<file path="src/hdl/icph_pkg.sv">
// ----------------------------------------------------------------------------
// icph_pkg
// Shared types and constants for the Internet checksum block with TCP and
// UDP pseudo-header support.
// ----------------------------------------------------------------------------
`default_nettype none

package icph_pkg;

  localparam int unsigned WordW = 16;
  localparam int unsigned AddrW = 32;
  localparam int unsigned OpW   = 2;

  typedef enum logic [OpW-1:0] {
    OP_PLAIN = 2'd0,
    OP_TCP   = 2'd1,
    OP_UDP   = 2'd2
  } op_e;

  localparam logic [WordW-1:0] PROTO_TCP_WORD = 16'h0006;
  localparam logic [WordW-1:0] PROTO_UDP_WORD = 16'h0011;
  localparam logic [WordW-1:0] PAD_MASK       = 16'hFF00;

  typedef struct packed {
    logic [WordW-1:0] data_word;
    logic             first_word;
    logic             last_word;
    logic             single_byte;
    logic             clear_word;
    logic [OpW-1:0]   operation;
    logic [AddrW-1:0] source_address;
    logic [AddrW-1:0] dest_address;
    logic [WordW-1:0] segment_length;
  } item_t;

endpackage

`default_nettype wire

</file>
<file path="src/hdl/icph_contrib.sv">
// ----------------------------------------------------------------------------
// icph_contrib
// Folded ones'-complement contribution of one beat: the masked data word
// plus, on a first word of a TCP or UDP packet, the pseudo-header.
// ----------------------------------------------------------------------------
`default_nettype none

module icph_contrib (
  input  icph_pkg::item_t            item_i,
  output logic [icph_pkg::WordW-1:0] contrib_o
);
  import icph_pkg::*;

  localparam int unsigned SumW = WordW + 3;

  logic [WordW-1:0] word;
  logic [WordW-1:0] proto;
  logic             pseudo;
  logic [SumW-1:0]  sum;
  logic [WordW:0]   fold1;
  logic [WordW:0]   fold2;

  always_comb begin
    pseudo = 1'b0;
    proto  = PROTO_TCP_WORD;
    unique case (op_e'(item_i.operation))
      OP_TCP: begin
        pseudo = item_i.first_word;
        proto  = PROTO_TCP_WORD;
      end
      OP_UDP: begin
        pseudo = item_i.first_word;
        proto  = PROTO_UDP_WORD;
      end
      default: begin
        pseudo = 1'b0;
        proto  = PROTO_TCP_WORD;
      end
    endcase
  end

  always_comb begin
    if (item_i.clear_word) begin
      word = '0;
    end else if (item_i.last_word && item_i.single_byte) begin
      word = item_i.data_word & PAD_MASK;
    end else begin
      word = item_i.data_word;
    end
  end

  always_comb begin
    sum = SumW'(word);
    if (pseudo) begin
      sum = sum
          + SumW'(item_i.source_address[AddrW-1:WordW])
          + SumW'(item_i.source_address[WordW-1:0])
          + SumW'(item_i.dest_address[AddrW-1:WordW])
          + SumW'(item_i.dest_address[WordW-1:0])
          + SumW'(proto)
          + SumW'(item_i.segment_length);
    end
    fold1 = (WordW+1)'(sum[WordW-1:0]) + (WordW+1)'(sum[SumW-1:WordW]);
    fold2 = (WordW+1)'(fold1[WordW-1:0]) + (WordW+1)'(fold1[WordW]);
  end

  assign contrib_o = fold2[WordW-1:0];

endmodule

`default_nettype wire

</file>
<file path="src/hdl/icph_accum.sv">
// ----------------------------------------------------------------------------
// icph_accum
// Running ones'-complement sum with end-around carry and the result
// register holding the inverted checksum until it is taken.
// ----------------------------------------------------------------------------
`default_nettype none

module icph_accum (
  input  logic                       clk_i,
  input  logic                       rst_ni,
  input  logic                       step_i,
  input  logic                       first_i,
  input  logic                       last_i,
  input  logic [icph_pkg::WordW-1:0] contrib_i,
  output logic                       busy_o,
  output logic                       out_valid_o,
  input  logic                       out_ready_i,
  output logic [icph_pkg::WordW-1:0] checksum_value_o
);
  import icph_pkg::*;

  logic [WordW-1:0] sum_q, sum_d;
  logic [WordW-1:0] base;
  logic [WordW:0]   raw;
  logic [WordW-1:0] acc;
  logic             vld_q, vld_d;
  logic [WordW-1:0] res_q, res_d;

  always_comb begin
    base  = first_i ? '0 : sum_q;
    raw   = (WordW+1)'(base) + (WordW+1)'(contrib_i);
    acc   = raw[WordW-1:0] + WordW'(raw[WordW]);
    sum_d = sum_q;
    vld_d = vld_q && !out_ready_i;
    res_d = res_q;
    if (step_i) begin
      sum_d = last_i ? '0 : acc;
      if (last_i) begin
        vld_d = 1'b1;
        res_d = ~acc;
      end
    end
  end

  always_ff @(posedge clk_i or negedge rst_ni) begin
    if (!rst_ni) begin
      sum_q <= '0;
      vld_q <= 1'b0;
    end else begin
      sum_q <= sum_d;
      vld_q <= vld_d;
    end
  end

  always_ff @(posedge clk_i) begin
    res_q <= res_d;
  end

  assign busy_o           = vld_q && !out_ready_i;
  assign out_valid_o      = vld_q;
  assign checksum_value_o = res_q;

endmodule

`default_nettype wire

</file>
<file path="src/hdl/internet_checksum_pseudo_header_top.sv">
// ----------------------------------------------------------------------------
// internet_checksum_pseudo_header_top
// Internet checksum over a stream of 16-bit words with optional TCP/UDP
// pseudo-header; emits the inverted sum on the last word of a packet.
// ----------------------------------------------------------------------------
// A beat passes the input register, then its checksum the output register.
// Throughput: one word per cycle while no last word waits on a held result.
// Backpressure: a last word waits in the input register while a result is
//   still held; other words keep flowing.
// Reset: clears running sum and valid flags; no clearing pass.
`default_nettype none

module internet_checksum_pseudo_header_top (
  input  logic                       clk_i,
  input  logic                       rst_ni,
  input  logic                       in_valid_i,
  output logic                       in_ready_o,
  input  logic [icph_pkg::WordW-1:0] data_word_i,
  input  logic                       first_word_i,
  input  logic                       last_word_i,
  input  logic                       single_byte_i,
  input  logic                       clear_word_i,
  input  logic [icph_pkg::OpW-1:0]   operation_i,
  input  logic [icph_pkg::AddrW-1:0] source_address_i,
  input  logic [icph_pkg::AddrW-1:0] dest_address_i,
  input  logic [icph_pkg::WordW-1:0] segment_length_i,
  output logic                       out_valid_o,
  input  logic                       out_ready_i,
  output logic [icph_pkg::WordW-1:0] checksum_value_o
);
  import icph_pkg::*;

  item_t            item_q, item_d;
  logic             vld_q, vld_d;
  logic             step;
  logic             busy;
  logic             in_fire;
  logic [WordW-1:0] contrib;

  assign step       = vld_q && !(item_q.last_word && busy);
  assign in_ready_o = !vld_q || step;
  assign in_fire    = in_valid_i && in_ready_o;

  always_comb begin
    item_d = item_q;
    vld_d  = vld_q && !step;
    if (in_fire) begin
      vld_d                 = 1'b1;
      item_d.data_word      = data_word_i;
      item_d.first_word     = first_word_i;
      item_d.last_word      = last_word_i;
      item_d.single_byte    = single_byte_i;
      item_d.clear_word     = clear_word_i;
      item_d.operation      = operation_i;
      item_d.source_address = source_address_i;
      item_d.dest_address   = dest_address_i;
      item_d.segment_length = segment_length_i;
    end
  end

  always_ff @(posedge clk_i or negedge rst_ni) begin
    if (!rst_ni) begin
      vld_q <= 1'b0;
    end else begin
      vld_q <= vld_d;
    end
  end

  always_ff @(posedge clk_i) begin
    item_q <= item_d;
  end

  icph_contrib u_contrib (
    .item_i    (item_q),
    .contrib_o (contrib)
  );

  icph_accum u_accum (
    .clk_i            (clk_i),
    .rst_ni           (rst_ni),
    .step_i           (step),
    .first_i          (item_q.first_word),
    .last_i           (item_q.last_word),
    .contrib_i        (contrib),
    .busy_o           (busy),
    .out_valid_o      (out_valid_o),
    .out_ready_i      (out_ready_i),
    .checksum_value_o (checksum_value_o)
  );

endmodule

`default_nettype wire

</file>
<file path="config.mk">
export PLATFORM = sky130hd
export DESIGN_NAME = internet_checksum_pseudo_header_top
export DESIGN_NICKNAME = d
export VERILOG_FILES = /design/src/hdl/icph_pkg.sv /design/src/hdl/icph_contrib.sv /design/src/hdl/icph_accum.sv /design/src/hdl/internet_checksum_pseudo_header_top.sv
export SDC_FILE = /design/constraint.sdc
export NUM_CORES = 1
export LEC_CHECK = 0
export BUFFER_PORTS_ARGS = -buffer_cell sky130_fd_sc_hd__buf_2
export CAP_MARGIN = 20
export CORE_MARGIN = 5
export CORE_UTILIZATION = 52
export DETAILED_ROUTE_END_ITERATION = 6
export PLACE_DENSITY_LB_ADDON = 0.15
export SLEW_MARGIN = 20
export SYNTH_ARGS = -nofsm -noshare
export SYNTH_HDL_FRONTEND = slang
export SYNTH_SLANG_ARGS = --single-unit
</file>
<file path="constraint.sdc">
create_clock -name clk_i -period 37.1 [get_ports clk_i]
set_input_delay 1.855 -clock clk_i [delete_from_list [all_inputs] [get_ports clk_i]]
set_output_delay 1.855 -clock clk_i [all_outputs]
set_load 0.01 [all_outputs]
</file>
==> flow_summary.ini, run 1 <==
[layout]
post-route-util = 0.611
syn_to_final_growth_pct = 15.5
nets = 1231
antenna_cells = 0
drive_gt1_frac = 0.178

[grt]
antenna_found_initial = 0
grt_pass1_wl_um = 34000
grt.total_usage = 0.197
grt_overflow = 0
grt_pass1_vias = 6901
grt_max_degree = 69

[sta]
rsz0062_at_grt = false
period_needed_ns = 13.42
setup_viol = 0
tightestPinTransition_ns = 0.932
slew_violations = 0
hold_viol_final = 0
layout_setup_ws_ns = 23.68
fin_hold_ws_ns = 0.478
fmax_ghz = 0.0745
fin_crit_sh = 0.362
skew_ns = 0.00860
setup_tns_ns = 0
relSlewSlack = 0.379

[floorplan]
core_area_um2 = 18000
die_area_um2 = 21200
io_pins = 124
fp.dieH_um = 145
die_w_um = 145
start_util = 0.529
rows = 49

[critical_path]
crit_arrival_ns = 13.73
max_stage_delay_ns = 0.64
worst-setup-path-type = reg2reg
start_kind = flop
crit_fanout = 12
r2r_cells = 54
cp.required_ns = 37.41
cp-end-kind = flop
crit_top_cell = a21oi_1
slowest_stage = a2111oi_0

[clock_tree]
numClockSinks = 136
path_clk_slew_ns = 0.06
clockBufferDepth = 2
cts_hold_buf = 0
htreeDepth = 4
clk_latency_ns = 0.43
post_cts_resize_count = 0
numCtsBuffers = 17
cts-root-buf = clkbuf_16
cts_setup_buffers = 0
cts_tree = done

[synthesis]
synth_edf_count = 118
synth_nets = 1102
synth_area_leaders = edfxtp_1 (37%), fa_1 (12%), ha_1 (8.8%), dfrtp_1 (4.7%), inv_1 (4.5%)
netlist.area_leader.share = 0.371
syn_area_um2 = 9540
synth_common_cells = edfxtp_1 (118), inv_1 (115), ha_1 (67)
synth_warnings = 0
synth.avg_cell_area_um2 = 10.9
synth_most_common_cell = edfxtp_1
async_flop_share = 0.132
synth_cells = 874
netlist.top_cell.by_area = edfxtp_1
synth_seq_area_share = 0.419
synth_flop_cell = edfxtp_1
synth.distinct_cells = 77
ys_seq_elements = 136

[place]
io_buffer_count = 123
gp_congestion = 0.910
dp_hpwl_um = 15700
pre_cts_slack_ns = 23.85

[drt]
via_per_inst = 5.32
drcViolationCount = 0
drtPass1Iterations = 5
vias = 6626
wl_per_cell_um = 16.1
drt-initial-drc-count = 387
wirelength_um = 20100
detail-route-antenna-nets = 0

[power_and_ir_drop]
p_sw_frac = 0.414
power.density_nw_per_um2 = 76.8
p_comb_frac = 0.548
clockPowerShare = 0.212
p_int_mw = 0.496
switchingPower_mw = 0.351
seq_power_share = 0.240
max-vdd-ir-drop_v = 0.0000493
cellLeakagePower_nw = 4.84

[flow_run]
maxCapViolations = 0

[hold_path]
hold_path_class = reg2reg
min_path_cells = 2

[run_status]
outcome = completed
placed cells by master (no fill, tap or decap), types with 9 or more instances in the layout:
cell | synthesis | layout
ha_1 | 67 | 67
nand2b_1 | 9 | 9
edfxtp_1 | 118 | 118
a21oi_1 | 47 | 47
nand2_1 | 54 | 54
nor2_1 | 43 | 43
nor3_1 | 16 | 16
nand3_1 | 19 | 19
xnor2_1 | 35 | 35
nor2b_1 | 37 | 37
fa_1 | 55 | 55
dfrtp_1 | 18 | 18
o21ai_0 | 35 | 35
clkbuf_16 | 0 | 17
buf_2 | 2 | 123
xor2_1 | 39 | 39
and2_1 | 10 | 9
inv_1 | 115 | 115
a21o_1 | 14 | 14
final cells by class:
class	count	area, µm²
Clock inverter	15	201
Clock buffer	17	425
Sequential cell	136	3990
Fill cell	1538	7010
Timing Repair Buffer	127	646
Multi-Input combinational cell	606	5030
Inverter	115	432
Tap cell	229	287
per-stage QoR:
step,instances,area [µm²],total power [mW]
after floorplan,874,9540,0.563
after global placement,1213,10400,0.661
after detailed placement,1213,10400,0.665
after CTS,1245,11000,0.850
after global routing,1245,11000,0.918
final,1245,11000,0.847
logic make-up after synthesis:
family,count (synthesis),share of synthesized area
AO/OA/AOI/OAI,160,0.109
XOR/XNOR,75,0.0696
adder cells (fa/ha/maj),122,0.203
buffers and inverters,132,0.0540
flip-flops,136,0.419
multiplexers,4,0.00446
AND/OR/NAND/NOR,245,0.141
worst paths after layout:
check	from	to	slack (ns)
max	item_q[82]	u_accum.sum_q[15]	23.68
min	u_accum.sum_q[9]	u_accum.sum_q[9]	0.48
max reg2reg	item_q[82]	u_accum.sum_q[15]	23.68
min reg2reg	u_accum.sum_q[9]	u_accum.sum_q[9]	0.48
max in group asynchronous	rst_ni	u_accum.sum_q[11]	35.42
min in group asynchronous	rst_ni	u_accum.sum_q[6]	1.37
power groups by stage:
stage / clock network [mW] / logic, mW / registers (mW)
after floorplan: 0 / 0.356 / 0.207
after global placement: 0 / 0.455 / 0.206
after detailed placement: 0 / 0.459 / 0.206
after CTS: 0.183 / 0.463 / 0.204
after global routing: 0.190 / 0.523 / 0.206
final: 0.179 / 0.464 / 0.203
registers in the layout, summed over array words and instances, names as in the netlist:
name / cells
item_q: 102
u_accum.checksum_value_o: 16
u_accum.out_valid_o: 1
u_accum.sum_q: 16
vld_q: 1
worst max-delay path: cells and delay by family (launching register included):
kind / cells / cell delay, ns
compound gates: 24 / 5.58
xor+xnor: 4 / 0.54
fa+ha+maj: 8 / 3.06
buf+inv: 3 / 0.33
flops: 1 / 0.54
simple gates: 15 / 3.25
layer usage:
layer	global-route usage	vias to the layer above	share of wire
met5	0	-	0
met1	0.270	3128	0.46
met3	0.0402	27	0.050
met2	0.320	159	0.48
li1	-	3312	-
met4	0.0560	0	0.017
No activity file was read; power rests on OpenSTA's default activity.
==> run 2, diff against run 1 <==
clock period = 13 ns   (was 37.1 ns; I/O delays follow)
==> flow_summary.ini, run 2 (synthesis gave the netlist of run 1 again) <==
[critical_path]
r2r_end = u_accum.sum_q[15]
path_delay_family = compound AO/OA/AOI/OAI gates
max_stage_delay_ns = 0.54
crit_fanout = 9
slowest_stage = fa_1
r2r_start = item_q[84]
crit_buf_inv = 3
r2r_slack_ns = 0.78
start_kind = flop
crit_arrival_ns = 12.53
worst-setup-path-type = reg2reg
cp-end-kind = flop
crit_top_cell = a21oi_1
cp.required_ns = 13.31
r2r_cells = 55

[layout]
top_register = item_q
drive_gt1_frac = 0.202
layout_common_cells = buf_2 (123), edfxtp_1 (118), inv_1 (115)
antenna_cells = 0
stdcell_count = 1255
syn_to_final_growth_pct = 16.2
final.fill_count = 1489
layout_commonest_cell = buf_2
nets = 1243
largest_reg_flops = 102

[drt]
wirelength_um = 20400
drt-initial-drc-count = 348
vias = 6673
via_per_inst = 5.32
detail-route-antenna-nets = 0
wl_per_cell_um = 16.2
drcViolationCount = 0
drtPass1Iterations = 5

[floorplan]
rows = 49
die_area_um2 = 21200
start_util = 0.529
fp.dieH_um = 145
die_w_um = 145
io_pins = 124
core_area_um2 = 18000

[grt]
grt_pass1_vias = 6825
grt_overflow = 0
grt.total_usage = 0.200
grt_pass1_wl_um = 34300
antenna_found_initial = 0
grt_max_degree = 73

[power_and_ir_drop]
max-vdd-ir-drop_v = 0.000149
cellLeakagePower_nw = 4.84
power.density_nw_per_um2 = 215
power_mw = 2.38

[clock_tree]
cts-root-buf = clkbuf_16
htreeDepth = 4
numClockSinks = 136
path_clk_slew_ns = 0.06
cts_tree = done
cts_setup_buffers = 0
post_cts_resize_count = 0
numCtsBuffers = 17
clockBufferDepth = 2
clk_latency_ns = 0.42
cts_hold_buf = 0

[sta]
fin_hold_ws_ns = 0.169
tightestPinTransition_ns = 0.991
hold_viol_final = 0
relSlewSlack = 0.339
fmax_ghz = 0.0818
fin_crit_sh = 0.940
layout_setup_ws_ns = 0.778
skew_ns = 0.00851
setup_viol = 0
slew_violations = 0
period_needed_ns = 12.22

[place]
gp_congestion = 0.940
dp_cells = 1225
pre_cts_slack_ns = 0.198
io_buffer_count = 123
dp_hpwl_um = 15800

[hold_path]
hold_path_class = in2async

[flow_run]
maxCapViolations = 0

[run_status]
outcome = completed
[run 2: power by group]
part           total, mW  switching (mW)  internal [mW]
combinational       1.38           0.805          0.576
sequential         0.579          0.0239          0.555
clock              0.424           0.185          0.239
total               2.38            1.01           1.37
[run 2: worst max-delay path by stage]
stage	from	to	slack, ns	depth (start not counted)
floorplan	item_q[84]	u_accum.sum_q[15]	0.98	58
global placement	item_q[84]	u_accum.sum_q[15]	0.48	54
detailed placement	item_q[84]	u_accum.sum_q[15]	0.20	54
CTS	item_q[84]	u_accum.sum_q[15]	0.13	54
global route	item_q[84]	u_accum.sum_q[15]	-0.04	55
finish	item_q[84]	u_accum.sum_q[15]	0.78	55
[run 2: layout make-up]
class                      count  area (µm²)  area share
sequential                   136        3990       0.360
clock inverter                13        85.1     0.00768
multi-input combinational    606        5120       0.462
inverter                     115         432      0.0390
clock buffer                  17         425      0.0384
tap                          229         287      0.0259
timing repair buffer         139         736      0.0664
[run 2: routing by layer]
metal	GRT usage	vias to the layer above	share of wire
met5	0	-	0
met4	0.0536	0	0.014
met3	0.0392	25	0.046
met2	0.323	166	0.48
met1	0.278	3141	0.46
li1	-	3341	-
[run 2: stage by stage]
step | utilization | setup TNS, ns | instance area, µm²
6_report | 0.615 | 0 | 11100
3_5_place_dp | 0.581 | 0 | 10500
2_1_floorplan | - | 0 | 9540
5_1_grt | 0.615 | -0.0376 | 11100
3_3_place_gp | 0.581 | 0 | 10500
4_1_cts | 0.610 | 0 | 11000
